File: src/rtl/rx_buffer_ring_dispatch_assert.svh
// ----------------------------------------------------------------------------
// Assertion macros for the receive buffer ring dispatcher
// Shared property forms; clock and reset are the names used in the RTL.
// ----------------------------------------------------------------------------
`ifndef RX_BUFFER_RING_DISPATCH_ASSERT_SVH
`define RX_BUFFER_RING_DISPATCH_ASSERT_SVH

// consequent must hold in the same cycle as the antecedent
`define RXBRD_ASSERT_SAME(label, ante, cons, msg) \
   label: assert property (@(posedge clock) disable iff (reset) (ante) |-> (cons)) \
      else $error(msg);

// consequent must hold in the cycle after the antecedent
`define RXBRD_ASSERT_NEXT(label, ante, cons, msg) \
   label: assert property (@(posedge clock) disable iff (reset) (ante) |=> (cons)) \
      else $error(msg);

`endif

File: src/rtl/rxbrd_pkg.sv
// ----------------------------------------------------------------------------
// rxbrd_pkg
// Widths, codes and types shared by the receive buffer ring dispatcher.
// ----------------------------------------------------------------------------
package rxbrd_pkg;

   // default sizing
   localparam int RING_DEPTH_DEF = 256;
   localparam int NIC_MAX_DEF    = 8;
   localparam int BUF_LEN_DEF    = 1600;

   // field widths
   localparam int REQ_W  = 2;
   localparam int ADDR_W = 40;
   localparam int TAG_W  = 16;
   localparam int LEN_W  = 16;
   localparam int SRC_W  = 5;
   localparam int NET_W  = 8;
   localparam int MASK_W = 32;
   localparam int NNET_W = 9;
   localparam int STAT_W = 3;
   localparam int OLEN_W = 11;
   localparam int OIDX_W = 3;

   // request type codes on the input channel
   localparam logic [REQ_W-1:0] REQ_POST  = 2'd0;
   localparam logic [REQ_W-1:0] REQ_COMPL = 2'd1;
   localparam logic [REQ_W-1:0] REQ_ADD   = 2'd2;
   localparam logic [REQ_W-1:0] REQ_NONE  = 2'd3;

   // classified command kinds in the queue
   localparam logic [1:0] CMD_NOP   = 2'd0;
   localparam logic [1:0] CMD_POST  = 2'd1;
   localparam logic [1:0] CMD_COMPL = 2'd2;
   localparam logic [1:0] CMD_ADD   = 2'd3;

   // result status codes
   localparam logic [STAT_W-1:0] STAT_OK         = 3'd0;
   localparam logic [STAT_W-1:0] STAT_RING_FULL  = 3'd1;
   localparam logic [STAT_W-1:0] STAT_RING_EMPTY = 3'd2;
   localparam logic [STAT_W-1:0] STAT_MISMATCH   = 3'd3;
   localparam logic [STAT_W-1:0] STAT_NO_NIC     = 3'd4;
   localparam logic [STAT_W-1:0] STAT_TABLE_FULL = 3'd5;

   // net id that accepts any network
   localparam logic [NNET_W-1:0] WILDCARD_NET = 9'h1FF;

   // one classified command
   typedef struct packed {
      logic [1:0]        kind;
      logic [ADDR_W-1:0] addr;
      logic [TAG_W-1:0]  tag;
      logic [LEN_W-1:0]  cap_len;
      logic [SRC_W-1:0]  src;
      logic [NET_W-1:0]  pnet;
      logic [MASK_W-1:0] mask;
      logic [NNET_W-1:0] nnet;
      logic              wild;
   } cmd_type;

   // head of the command queue as seen by the execute side
   typedef struct packed {
      logic    valid;
      cmd_type cmd;
   } q_head_type;

endpackage

File: src/rtl/rxbrd_ifs.sv
// ----------------------------------------------------------------------------
// rxbrd_req_if / rxbrd_rsp_if
// Valid/ready channels for requests and results of the ring dispatcher.
// ----------------------------------------------------------------------------
interface rxbrd_req_if;
   logic                                  valid;
   logic                                  ready;
   logic [rxbrd_pkg::REQ_W-1:0]           req_type;
   logic [rxbrd_pkg::ADDR_W-1:0]          buf_addr;
   logic [rxbrd_pkg::TAG_W-1:0]           buf_tag;
   logic [rxbrd_pkg::LEN_W-1:0]           pkt_len;
   logic [rxbrd_pkg::SRC_W-1:0]           src_id;
   logic [rxbrd_pkg::NET_W-1:0]           pkt_net_id;
   logic [rxbrd_pkg::MASK_W-1:0]          nic_src_mask;
   logic signed [rxbrd_pkg::NNET_W-1:0]   nic_net_id;

   modport source (output valid, req_type, buf_addr, buf_tag, pkt_len, src_id,
                   pkt_net_id, nic_src_mask, nic_net_id, input ready);
   modport sink   (input valid, req_type, buf_addr, buf_tag, pkt_len, src_id,
                   pkt_net_id, nic_src_mask, nic_net_id, output ready);
endinterface


File: src/rtl/rxbrd_front.sv
// ----------------------------------------------------------------------------
// rxbrd_front
// Accepts request beats, classifies them, caps the length and flags wildcard
// net ids, and holds them in a two-entry command queue.
// ----------------------------------------------------------------------------
module rxbrd_front #(
   parameter int BUF_LEN = rxbrd_pkg::BUF_LEN_DEF
) (
   input  logic                  clock,
   input  logic                  reset,
   rxbrd_req_if.sink             req_bus,
   output rxbrd_pkg::q_head_type head,
   input  logic                  head_pop
);

   localparam int                       QD      = 2;
   localparam logic [1:0]               Q_FULL  = 2'd2;
   localparam logic [rxbrd_pkg::LEN_W-1:0] CAP  = rxbrd_pkg::LEN_W'(BUF_LEN);

   rxbrd_pkg::cmd_type slot_ff [QD];
   rxbrd_pkg::cmd_type new_cmd;
   logic               wr_ptr_ff, wr_ptr_in;
   logic               rd_ptr_ff, rd_ptr_in;
   logic [1:0]         cnt_ff, cnt_in;
   logic               push;

   // classify the incoming beat
   always_comb begin
      new_cmd.addr    = req_bus.buf_addr;
      new_cmd.tag     = req_bus.buf_tag;
      new_cmd.cap_len = (req_bus.pkt_len < CAP) ? req_bus.pkt_len : CAP;
      new_cmd.src     = req_bus.src_id;
      new_cmd.pnet    = req_bus.pkt_net_id;
      new_cmd.mask    = req_bus.nic_src_mask;
      new_cmd.nnet    = req_bus.nic_net_id;
      new_cmd.wild    = (req_bus.nic_net_id == rxbrd_pkg::WILDCARD_NET);
      unique case (req_bus.req_type)
         rxbrd_pkg::REQ_POST:  new_cmd.kind = rxbrd_pkg::CMD_POST;
         rxbrd_pkg::REQ_COMPL: new_cmd.kind = rxbrd_pkg::CMD_COMPL;
         rxbrd_pkg::REQ_ADD:   new_cmd.kind = rxbrd_pkg::CMD_ADD;
         rxbrd_pkg::REQ_NONE:  new_cmd.kind = rxbrd_pkg::CMD_NOP;
         default:              new_cmd.kind = rxbrd_pkg::CMD_NOP;
      endcase
   end

   // queue control
   assign req_bus.ready = (cnt_ff != Q_FULL);
   assign push          = req_bus.valid && req_bus.ready;

   always_comb begin
      wr_ptr_in = push     ? ~wr_ptr_ff : wr_ptr_ff;
      rd_ptr_in = head_pop ? ~rd_ptr_ff : rd_ptr_ff;
      cnt_in    = cnt_ff + {1'b0, push} - {1'b0, head_pop};
   end

   always_ff @(posedge clock) begin
      if (reset) begin
         wr_ptr_ff <= 1'b0;
         rd_ptr_ff <= 1'b0;
         cnt_ff    <= 2'd0;
      end else begin
         wr_ptr_ff <= wr_ptr_in;
         rd_ptr_ff <= rd_ptr_in;
         cnt_ff    <= cnt_in;
      end
   end

   // queue storage
   always_ff @(posedge clock) begin
      if (push) begin
         slot_ff[wr_ptr_ff] <= new_cmd;
      end
   end

   assign head.valid = (cnt_ff != 2'd0);
   assign head.cmd   = slot_ff[rd_ptr_ff];

endmodule

File: src/flat_wrapper.sv
// flat-port wrapper written by rule: the top's interface ports become plain ports
module rxbrd_front_flat 
#(
   parameter int BUF_LEN = rxbrd_pkg::BUF_LEN_DEF
)
  (clock, reset, head, head_pop, req_bus_valid, req_bus_req_type, req_bus_buf_addr, req_bus_buf_tag, req_bus_pkt_len, req_bus_src_id, req_bus_pkt_net_id, req_bus_nic_src_mask, req_bus_nic_net_id, req_bus_ready);
  rxbrd_req_if req_bus_i ();
  input  logic clock;
  input  logic reset;
  output rxbrd_pkg::q_head_type head;
  input  logic head_pop;
  input wire logic [$bits(req_bus_i.valid)-1:0] req_bus_valid;
  input wire logic [$bits(req_bus_i.req_type)-1:0] req_bus_req_type;
  input wire logic [$bits(req_bus_i.buf_addr)-1:0] req_bus_buf_addr;
  input wire logic [$bits(req_bus_i.buf_tag)-1:0] req_bus_buf_tag;
  input wire logic [$bits(req_bus_i.pkt_len)-1:0] req_bus_pkt_len;
  input wire logic [$bits(req_bus_i.src_id)-1:0] req_bus_src_id;
  input wire logic [$bits(req_bus_i.pkt_net_id)-1:0] req_bus_pkt_net_id;
  input wire logic [$bits(req_bus_i.nic_src_mask)-1:0] req_bus_nic_src_mask;
  input wire logic [$bits(req_bus_i.nic_net_id)-1:0] req_bus_nic_net_id;
  output wire logic [$bits(req_bus_i.ready)-1:0] req_bus_ready;
  assign req_bus_i.valid = req_bus_valid;
  assign req_bus_i.req_type = req_bus_req_type;
  assign req_bus_i.buf_addr = req_bus_buf_addr;
  assign req_bus_i.buf_tag = req_bus_buf_tag;
  assign req_bus_i.pkt_len = req_bus_pkt_len;
  assign req_bus_i.src_id = req_bus_src_id;
  assign req_bus_i.pkt_net_id = req_bus_pkt_net_id;
  assign req_bus_i.nic_src_mask = req_bus_nic_src_mask;
  assign req_bus_i.nic_net_id = req_bus_nic_net_id;
  assign req_bus_ready = req_bus_i.ready;
  rxbrd_front #(.BUF_LEN(BUF_LEN)) u_core (.clock(clock), .reset(reset), .req_bus(req_bus_i), .head(head), .head_pop(head_pop));
endmodule
File: config.mk
export PLATFORM = sky130hd
export DESIGN_NAME = rxbrd_front_flat
export DESIGN_NICKNAME = d
export VERILOG_FILES = /design/src/rtl/rx_buffer_ring_dispatch_assert.svh /design/src/rtl/rxbrd_pkg.sv /design/src/rtl/rxbrd_ifs.sv /design/src/rtl/rxbrd_front.sv /design/src/flat_wrapper.sv
export SDC_FILE = /design/constraint.sdc
export NUM_CORES = 1
export LEC_CHECK = 0
export ABC_CLOCK_PERIOD_IN_PS = 8200
export BUFFER_PORTS_ARGS = -buffer_cell sky130_fd_sc_hd__buf_2
export CAP_MARGIN = 20
export CORE_MARGIN = 1
export CORE_UTILIZATION = 40
export CTS_CLUSTER_SIZE = 24
export DETAILED_ROUTE_END_ITERATION = 10
export PLACE_DENSITY = 0.66
export SLEW_MARGIN = 20
export SYNTH_ARGS = -nofsm -noshare
export SYNTH_HDL_FRONTEND = slang
export SYNTH_SLANG_ARGS = --single-unit
File: constraint.sdc
create_clock -name clock -period 8.2 [get_ports clock]
set_input_delay 1.64 -clock clock [delete_from_list [all_inputs] [get_ports clock]]
set_output_delay 1.64 -clock clock [all_outputs]
set_load 0.02 [all_outputs]
==> Word-level counts from Yosys, hierarchy flattened <==
Memory sizes are Yosys's and may differ from the RTL's. A register that Yosys moved wholly into a read port is not among the register bits.
Index checks and enable logic that the tools add are counted.
{ "totals": {"mem_bits_rw": 258, "input_bits": 132, "reg_bits": 4, "mem_count": 1, "word_cells": 23} }
{ "classes": {"eq_ne": 5, "magnitude_cmp": 1, "n_addsub": 2, "bitwise_logic": 2, "reduce_logical": 3, "mux": 6} }
{ "mem_list": {"columns": ["name", "words", "width", "rd", "rd_ports_with_merged_regs", "wr", "line", "rtl"], "rows": [
  ["u_core.slot_ff", 2, 129, 1, 1, 1, "rxbrd_front.sv:20", "rxbrd_pkg::cmd_type slot_ff [QD];"]
]} }
{ "op_table": {"columns": ["op", "n"], "rows": [
  ["$lt 16x11->1 const B", 1],
  ["$mux 16", 1],
  ["$eq 9x9->1 const B", 1],
  ["$pmux 2 s4", 1],
  ["$eq 2x2->1 const B", 2],
  ["$mux 1", 4],
  ["$add 2x1->2", 1],
  ["$eq 2x1->1 const B", 1],
  ["$logic_not 2->1", 1],
  ["$ne 2x2->1 const B", 1],
  ["$not 1->1", 2],
  ["$reduce_bool 2->1", 1],
  ["$sub 2x1->2", 1],
  ["$logic_and 1x1->1", 1]
]} }

==> Depth between registers and ports, before layout <==
Gate-level depths: netlist (run 1).
{ "depth": {"word_depth": 4, "depth_mapped": 7, "ltp_nobuf": 7} }

==> Worst setup path after synthesis (run 1) <==
No wires, ideal clock.
{ "synth_timing": {"path_kind": "input to register", "from": "input port req_bus_valid", "to": "memory u_core.slot_ff[0][0] (netlist name) (enable)", "n_path_buf": 0, "arrival_time_ps": 7479, "slack_ps": 87, "setup_time_ps": 634, "required_time_ps": 7566, "cell_stages": 2, "path_cell_list": "and2_1 nor2b_1"} }
{ "synth_via": {"elab_chain_len": 3} }
{ "synth_lines": {"columns": ["item", "line", "rtl"], "rows": [
  ["start: declaration", "flat_wrapper.sv:12", "input wire logic [$bits(req_bus_i.valid)-1:0] req_bus_valid;"],
  ["$logic_and 1x1->1", "rxbrd_front.sv:48", "assign push = req_bus.valid && req_bus.ready;"],
  ["$mux 1", "rxbrd_front.sv:70", "if (push) begin"],
  ["$mux 1 (not written as such)", "rxbrd_front.sv:71", "slot_ff[wr_ptr_ff] <= new_cmd;"],
  ["end: declaration", "rxbrd_front.sv:20", null]
]} }
No other way between the ends.

==> results of run 1 <==
[Yosys cell counts, drive strengths merged, types with 2 or more instances]
library cell  number
nand3              2
and3               3
buf               14
nor2               4
ha                 4
and2               7
inv                4
edfxtp           258
dfxtp              5
nand2              2
xnor2              2
or2                2
nand2b             5
mux2             129
nor2b              2
nor3               2
[metal layers]
metal | vias to the layer above | share of wire [%]
met5 | - | 0.071
met4 | 2 | 2.3
met3 | 34 | 8.9
met2 | 184 | 50
met1 | 2437 | 38
li1 | 2364 | -
[flip-flops by register name, summed over array words and instances (netlist names), named ones only]
signal and flops:
u_core.cnt_ff 2, u_core.slot_ff 258, u_core.wr_ptr_ff 1, u_core.rd_ptr_ff 1
[power by group through the flow]
| stage | clock, mW | sequential [mW] | combinational [mW] |
|---|---|---|---|
| 5_1_grt | 1.28 | 1.79 | 0.712 |
| 2_1_floorplan | 0 | 1.81 | 0.438 |
| 6_report | 1.20 | 1.77 | 0.656 |
| 4_1_cts | 1.23 | 1.77 | 0.669 |
| 3_3_place_gp | 0 | 1.79 | 0.655 |
| 3_5_place_dp | 0 | 1.80 | 0.665 |
[path summary, 6_finish.rpt]
check                          end  slack (ns)  cells after the start
max                       head[67]        3.88                      3
min                           flop        0.56                      2
max reg2reg  u_core.slot_ff[0][71]        5.35                      5
min reg2reg                   flop        0.56                      2
[cell type report]
class | instances | area [sq um]
well taps | 319 | 399
inverters | 4 | 15.0
flip-flops and latches | 263 | 7850
multi-input cells | 180 | 1800
clock buffers | 38 | 757
diodes | 4 | 10.0
clock inverters | 11 | 128
repair buffers | 266 | 1350
fillers | 1970 | 11300
[logic make-up (layout without fill, tap and decap cells)]
| logic type | Yosys count | after routing | share of synthesized area, % |
|---|---|---|---|
| buf+inv | 18 | 319 | 0.878 |
| fa+ha+maj | 4 | 4 | 0.517 |
| xor+xnor | 3 | 3 | 0.271 |
| other cells | 1 | 14 | 0.0387 |
| flops | 263 | 263 | 81.0 |
| mux | 129 | 129 | 15.0 |
| simple gates | 32 | 32 | 2.12 |
| compound gates | 2 | 2 | 0.155 |
[worst max-delay path, stage by stage, from the launching register on]
cell	delay, ns
dfxtp_4	0.73
buf_6	0.73
mux2_2	0.42
buf_2	0.17
[per-stage QoR]
step                      hold slack, ns  worst slack (ns)  util (%)  instances  area [sq um]
final                              0.556              3.88      52.1       1085         12300
after global routing               0.594              3.74      52.1       1084         12300
after CTS                          0.560              3.56      52.1       1081         12300
after detailed placement           0.547              4.13      48.3       1032         11400
after global placement             0.503              4.18      48.3       1032         11400
after floorplan                    0.471            0.0868         -        461          9720
==> flow_summary.ini, run 1 <==
[detailed_routing]
drt_iter0_markers = 187
ant_nets = 0
drt_wl_total_microns = 18400
vias = 5021
remaining_drc_errors = 0
dr.pass1.iters = 4
wl_per_cell_microns = 16.9
vias_per_cell = 4.63

[final_layout]
drive_gt1_share_pct = 57.9
final_cell_mix = buf_2 (262), edfxtp_1 (258), mux2_2 (129), clkbuf_16 (27), conb_1 (10)
syn2layout_area_growth_pct = 27.0
nets = 878
layout_commonest_cell = buf_2

[grt]
use_met3_pct = 5.31
grt_use_met1_pct = 16.0
grt_overflow = 0
grt_busiest_layer = met2
track_usage_pct = 14.5
grt_pass1_vias = 5299
grt_pass1_wl_microns = 27500
grt_antenna_before_repair = 5
grt_max_degree = 87
met2_usage_pct = 25.7

[synth]
synth-seq-cells = 263
syn_avg_cell_area_sq_um = 21.4
netlist.area_leader.share_pct = 80.0
synth_ff_type = edfxtp_1
yosysWarningCount = 0
yosys-top-cells-area = edfxtp_1 (80%), mux2_2 (15%), dfxtp_1 (1.0%)
yosysUniqueCellTypes = 24
synth_top_area_cell = edfxtp_1
postSynth.asyncResetShare_pct = 0
synthCells = 452
synth_area_sq_um = 9690
synth_edf_count = 258
ys_seq_area_share_pct = 81.0

[pwr]
power_density_nw_per_um2 = 295
swShare_pct = 25.8
clkPwrFrac_pct = 33.1
pwr-share-comb_pct = 18.1
power.total_mw = 3.63
p_sw_uw = 935
ir_worst_vdd_mv = 0.304
p_int_mw = 2.69
p_seq_share_pct = 48.8
p_leak_nw = 4.57

[clock_tree]
insertion_delay_ns = 0.52
cts_inserted_buffers = 27
clockRootBuffer = clkbuf_16
cts_tree = built
holdBufCountCts = 0
cts_setup_buffers = 0
htree_num_levels = 1
clk_transition_reported_paths_ns = 0.06
cts_sinks = 263
ctsResizeCount = 0
cts_buffer_depth = 3

[sta]
finalClockSkew_ns = 0.0128
grt_setup_unrepaired = false
finalHoldViolations = 0
finalSetupViolCount = 0
max_freq_mhz = 232
tightestPinTransition_ns = 0.964
slew_headroom_pct = 35.7
finalCriticalPeriod_ns = 4.32
min_period_over_period_pct = 52.6
finalSetupTns_ns = 0
final-max-slew-violation-count = 0

[die]
die_w_microns = 158
fp.coreArea_sq_um = 23600
die_h_microns = 158
initial_core_util_pct = 41.0
dieArea_sq_um = 24800
row_count = 56
ioPinCount = 263

[flow_run]
cap_viol_max_count = 0

[critical_path]
r2r-start = u_core.cnt_ff[0]
cp-start-kind = flop
required_ns = 6.56
arrival_ns = 2.68
end_kind = output pin
crit_type = flop to output pin
cp_max_fo = 86

[status]
outcome = completed

[placed_design]
port_buffers = 262
place_congestion = 0.718
hpwl_microns = 11900

[min_path]
worstHoldStart = u_core.rd_ptr_ff
hold_class = flop to flop
Note: power is estimated with default switching activity, not from simulation.
==> inputs of run 2 (changes only) <==
--- a/config.mk
+++ b/config.mk
@@ -5,7 +5,7 @@
 export SDC_FILE = /design/constraint.sdc
 export NUM_CORES = 1
 export LEC_CHECK = 0
-export ABC_CLOCK_PERIOD_IN_PS = 8200
+export ABC_CLOCK_PERIOD_IN_PS = 3800
 export BUFFER_PORTS_ARGS = -buffer_cell sky130_fd_sc_hd__buf_2
 export CAP_MARGIN = 20
 export CORE_MARGIN = 1
==> constraint.sdc (replaced) <==
create_clock -name clock -period 3.8 [get_ports clock]
set_input_delay 0.76 -clock clock [delete_from_list [all_inputs] [get_ports clock]]
set_output_delay 0.76 -clock clock [all_outputs]
set_load 0.02 [all_outputs]
==> flow_summary.ini, run 2 (synthesis results as in run 1) <==
[status]
outcome = completed

[clock_tree]
clockRootBuffer = clkbuf_16
cts_tree = built
cts_buffer_depth = 3
insertion_delay_ns = 0.52
ctsResizeCount = 0
clk_transition_reported_paths_ns = 0.06
cts_inserted_buffers = 28
cts_setup_buffers = 0
cts_sinks = 263
holdBufCountCts = 0
htree_num_levels = 1

[grt]
grt_max_degree = 121
track_usage_pct = 14.1
grt_pass1_vias = 5307
grt_pass1_wl_microns = 27200
grt_use_met1_pct = 16.5
met2_usage_pct = 25.6
grt_overflow = 0
grt_busiest_layer = met2
use_met3_pct = 3.48
grt_antenna_before_repair = 0

[min_path]
hold_class = input port to flop
worstHoldStart = req_bus_nic_src_mask[18]

[placed_design]
dpl_cell_area_sq_um = 11500
hpwl_microns = 12100
port_buffers = 262
pre_cts_slack_ns = 1.44
place_congestion = 0.713

[die]
fp.coreArea_sq_um = 23600
die_w_microns = 158
initial_core_util_pct = 41.0
ioPinCount = 263
row_count = 56
dieArea_sq_um = 24800
die_h_microns = 158

[sta]
max_freq_mhz = 338
tightestPinTransition_ns = 0.803
finalWorstSetupSlack_ns = 0.845
finalSetupTns_ns = 0
finalClockSkew_ns = 0.0154
finalHoldViolations = 0
finalSetupViolCount = 0
grt_setup_unrepaired = false
final-max-slew-violation-count = 0
min_period_over_period_pct = 77.8
finalCriticalPeriod_ns = 2.96
slew_headroom_pct = 46.5

[pwr]
power_density_nw_per_um2 = 629
p_sw_mw = 2.05
swShare_pct = 26.5
clkPwrFrac_pct = 32.1
p_seq_share_pct = 49.1
p_int_mw = 5.69
p_leak_nw = 4.59
pwr-share-comb_pct = 18.8
ir_worst_vdd_mv = 0.423

[final_layout]
fin_util_pct = 52.2
largest_reg_flops = 258
diodes = 0
design_area_sq_um = 12300
final_cell_mix = buf_2 (262), edfxtp_1 (258), mux2_2 (129), clkbuf_16 (29), conb_1 (10)
syn2layout_area_growth_pct = 27.2
largest_register = u_core.slot_ff
drive_gt1_share_pct = 58.0
nets = 881
reg_top3 = u_core.slot_ff: 258 flops, u_core.cnt_ff: 2 flops
layout_commonest_cell = buf_2

[critical_path]
cp_slowest_cell = buf_12
end_kind = output pin
cp-start-kind = flop
required_ns = 3.04
crit_chain = buf_12 > mux2_2 > buf_2
cpPeakStageDelay_ns = 0.45
crit_type = flop to output pin
arrival_ns = 2.20
cp_max_fo = 120
r2r-start = u_core.cnt_ff[0]

[detailed_routing]
ant_nets = 0
drt_wl_total_microns = 18300
remaining_drc_errors = 0
wl_per_cell_microns = 16.9
vias = 5063
vias_per_cell = 4.66
dr.pass1.iters = 4
drt_iter0_markers = 315

[flow_run]
cap_viol_max_count = 0
==> run 2: cell count changes in the layout (fill, tap and decap cells not counted), moves of 2 or more <==
cell and change:
bufinv_16 -2, clkbuf_16 +2, diode_2 -4, buf_12 +3, clkbuf_1 -4, clkinv_2 +4, clkinv_1 +5, clkbuf_8 -4
==> run 2: routing by layer <==
layer | part of all wire, % | vias to the layer above | routed length, microns
met5 | 0 | - | 0
met4 | 1.9 | 0 | 356
met3 | 7.4 | 32 | 1360
met2 | 51 | 190 | 9400
met1 | 39 | 2478 | 7210
li1 | - | 2363 | -
==> run 2: stage by stage <==
step	instances	power, mW	hold WS, ns
after floorplan	461	4.79	0.480
after CTS	1086	7.85	0.398
after global routing	1086	8.07	0.398
after global placement	1034	5.29	0.504
after detailed placement	1034	5.34	0.541
final	1086	7.74	0.419
==> run 2: path summary, 6_finish.rpt <==
kind / slack, ns / end / depth (start not counted)
max: 0.84 / head[45] / 3
min: 0.42 / u_core.slot_ff[0][28] / 1
max reg2reg: 1.83 / u_core.slot_ff[0][93] / 4
min reg2reg: 0.54 / u_core.wr_ptr_ff / 2
==> run 2: critical path: cells and delay by family, from the launching register on <==
| kind | cells | cell delay (ns) |
|---|---|---|
| flops | 1 | 0.43 |
| buf+inv | 2 | 0.61 |
| mux | 1 | 0.42 |
==> run 2: final cells by class <==
type / count / area [sq um]
flip-flops and latches: 263 / 7850
inverters: 4 / 15.0
fillers: 1916 / 11300
clock inverters: 20 / 123
clock buffers: 32 / 737
multi-input cells: 180 / 1800
repair buffers: 268 / 1390
well taps: 319 / 399
==> run 2: power groups by stage <==
stage          combinational, mW  sequential (mW)  clock, mW
6_report                    1.46             3.80       2.49
5_1_grt                     1.57             3.84       2.67
4_1_cts                     1.49             3.81       2.56
3_5_place_dp                1.48             3.86          0
3_3_place_gp                1.45             3.84          0
2_1_floorplan              0.950             3.84          0
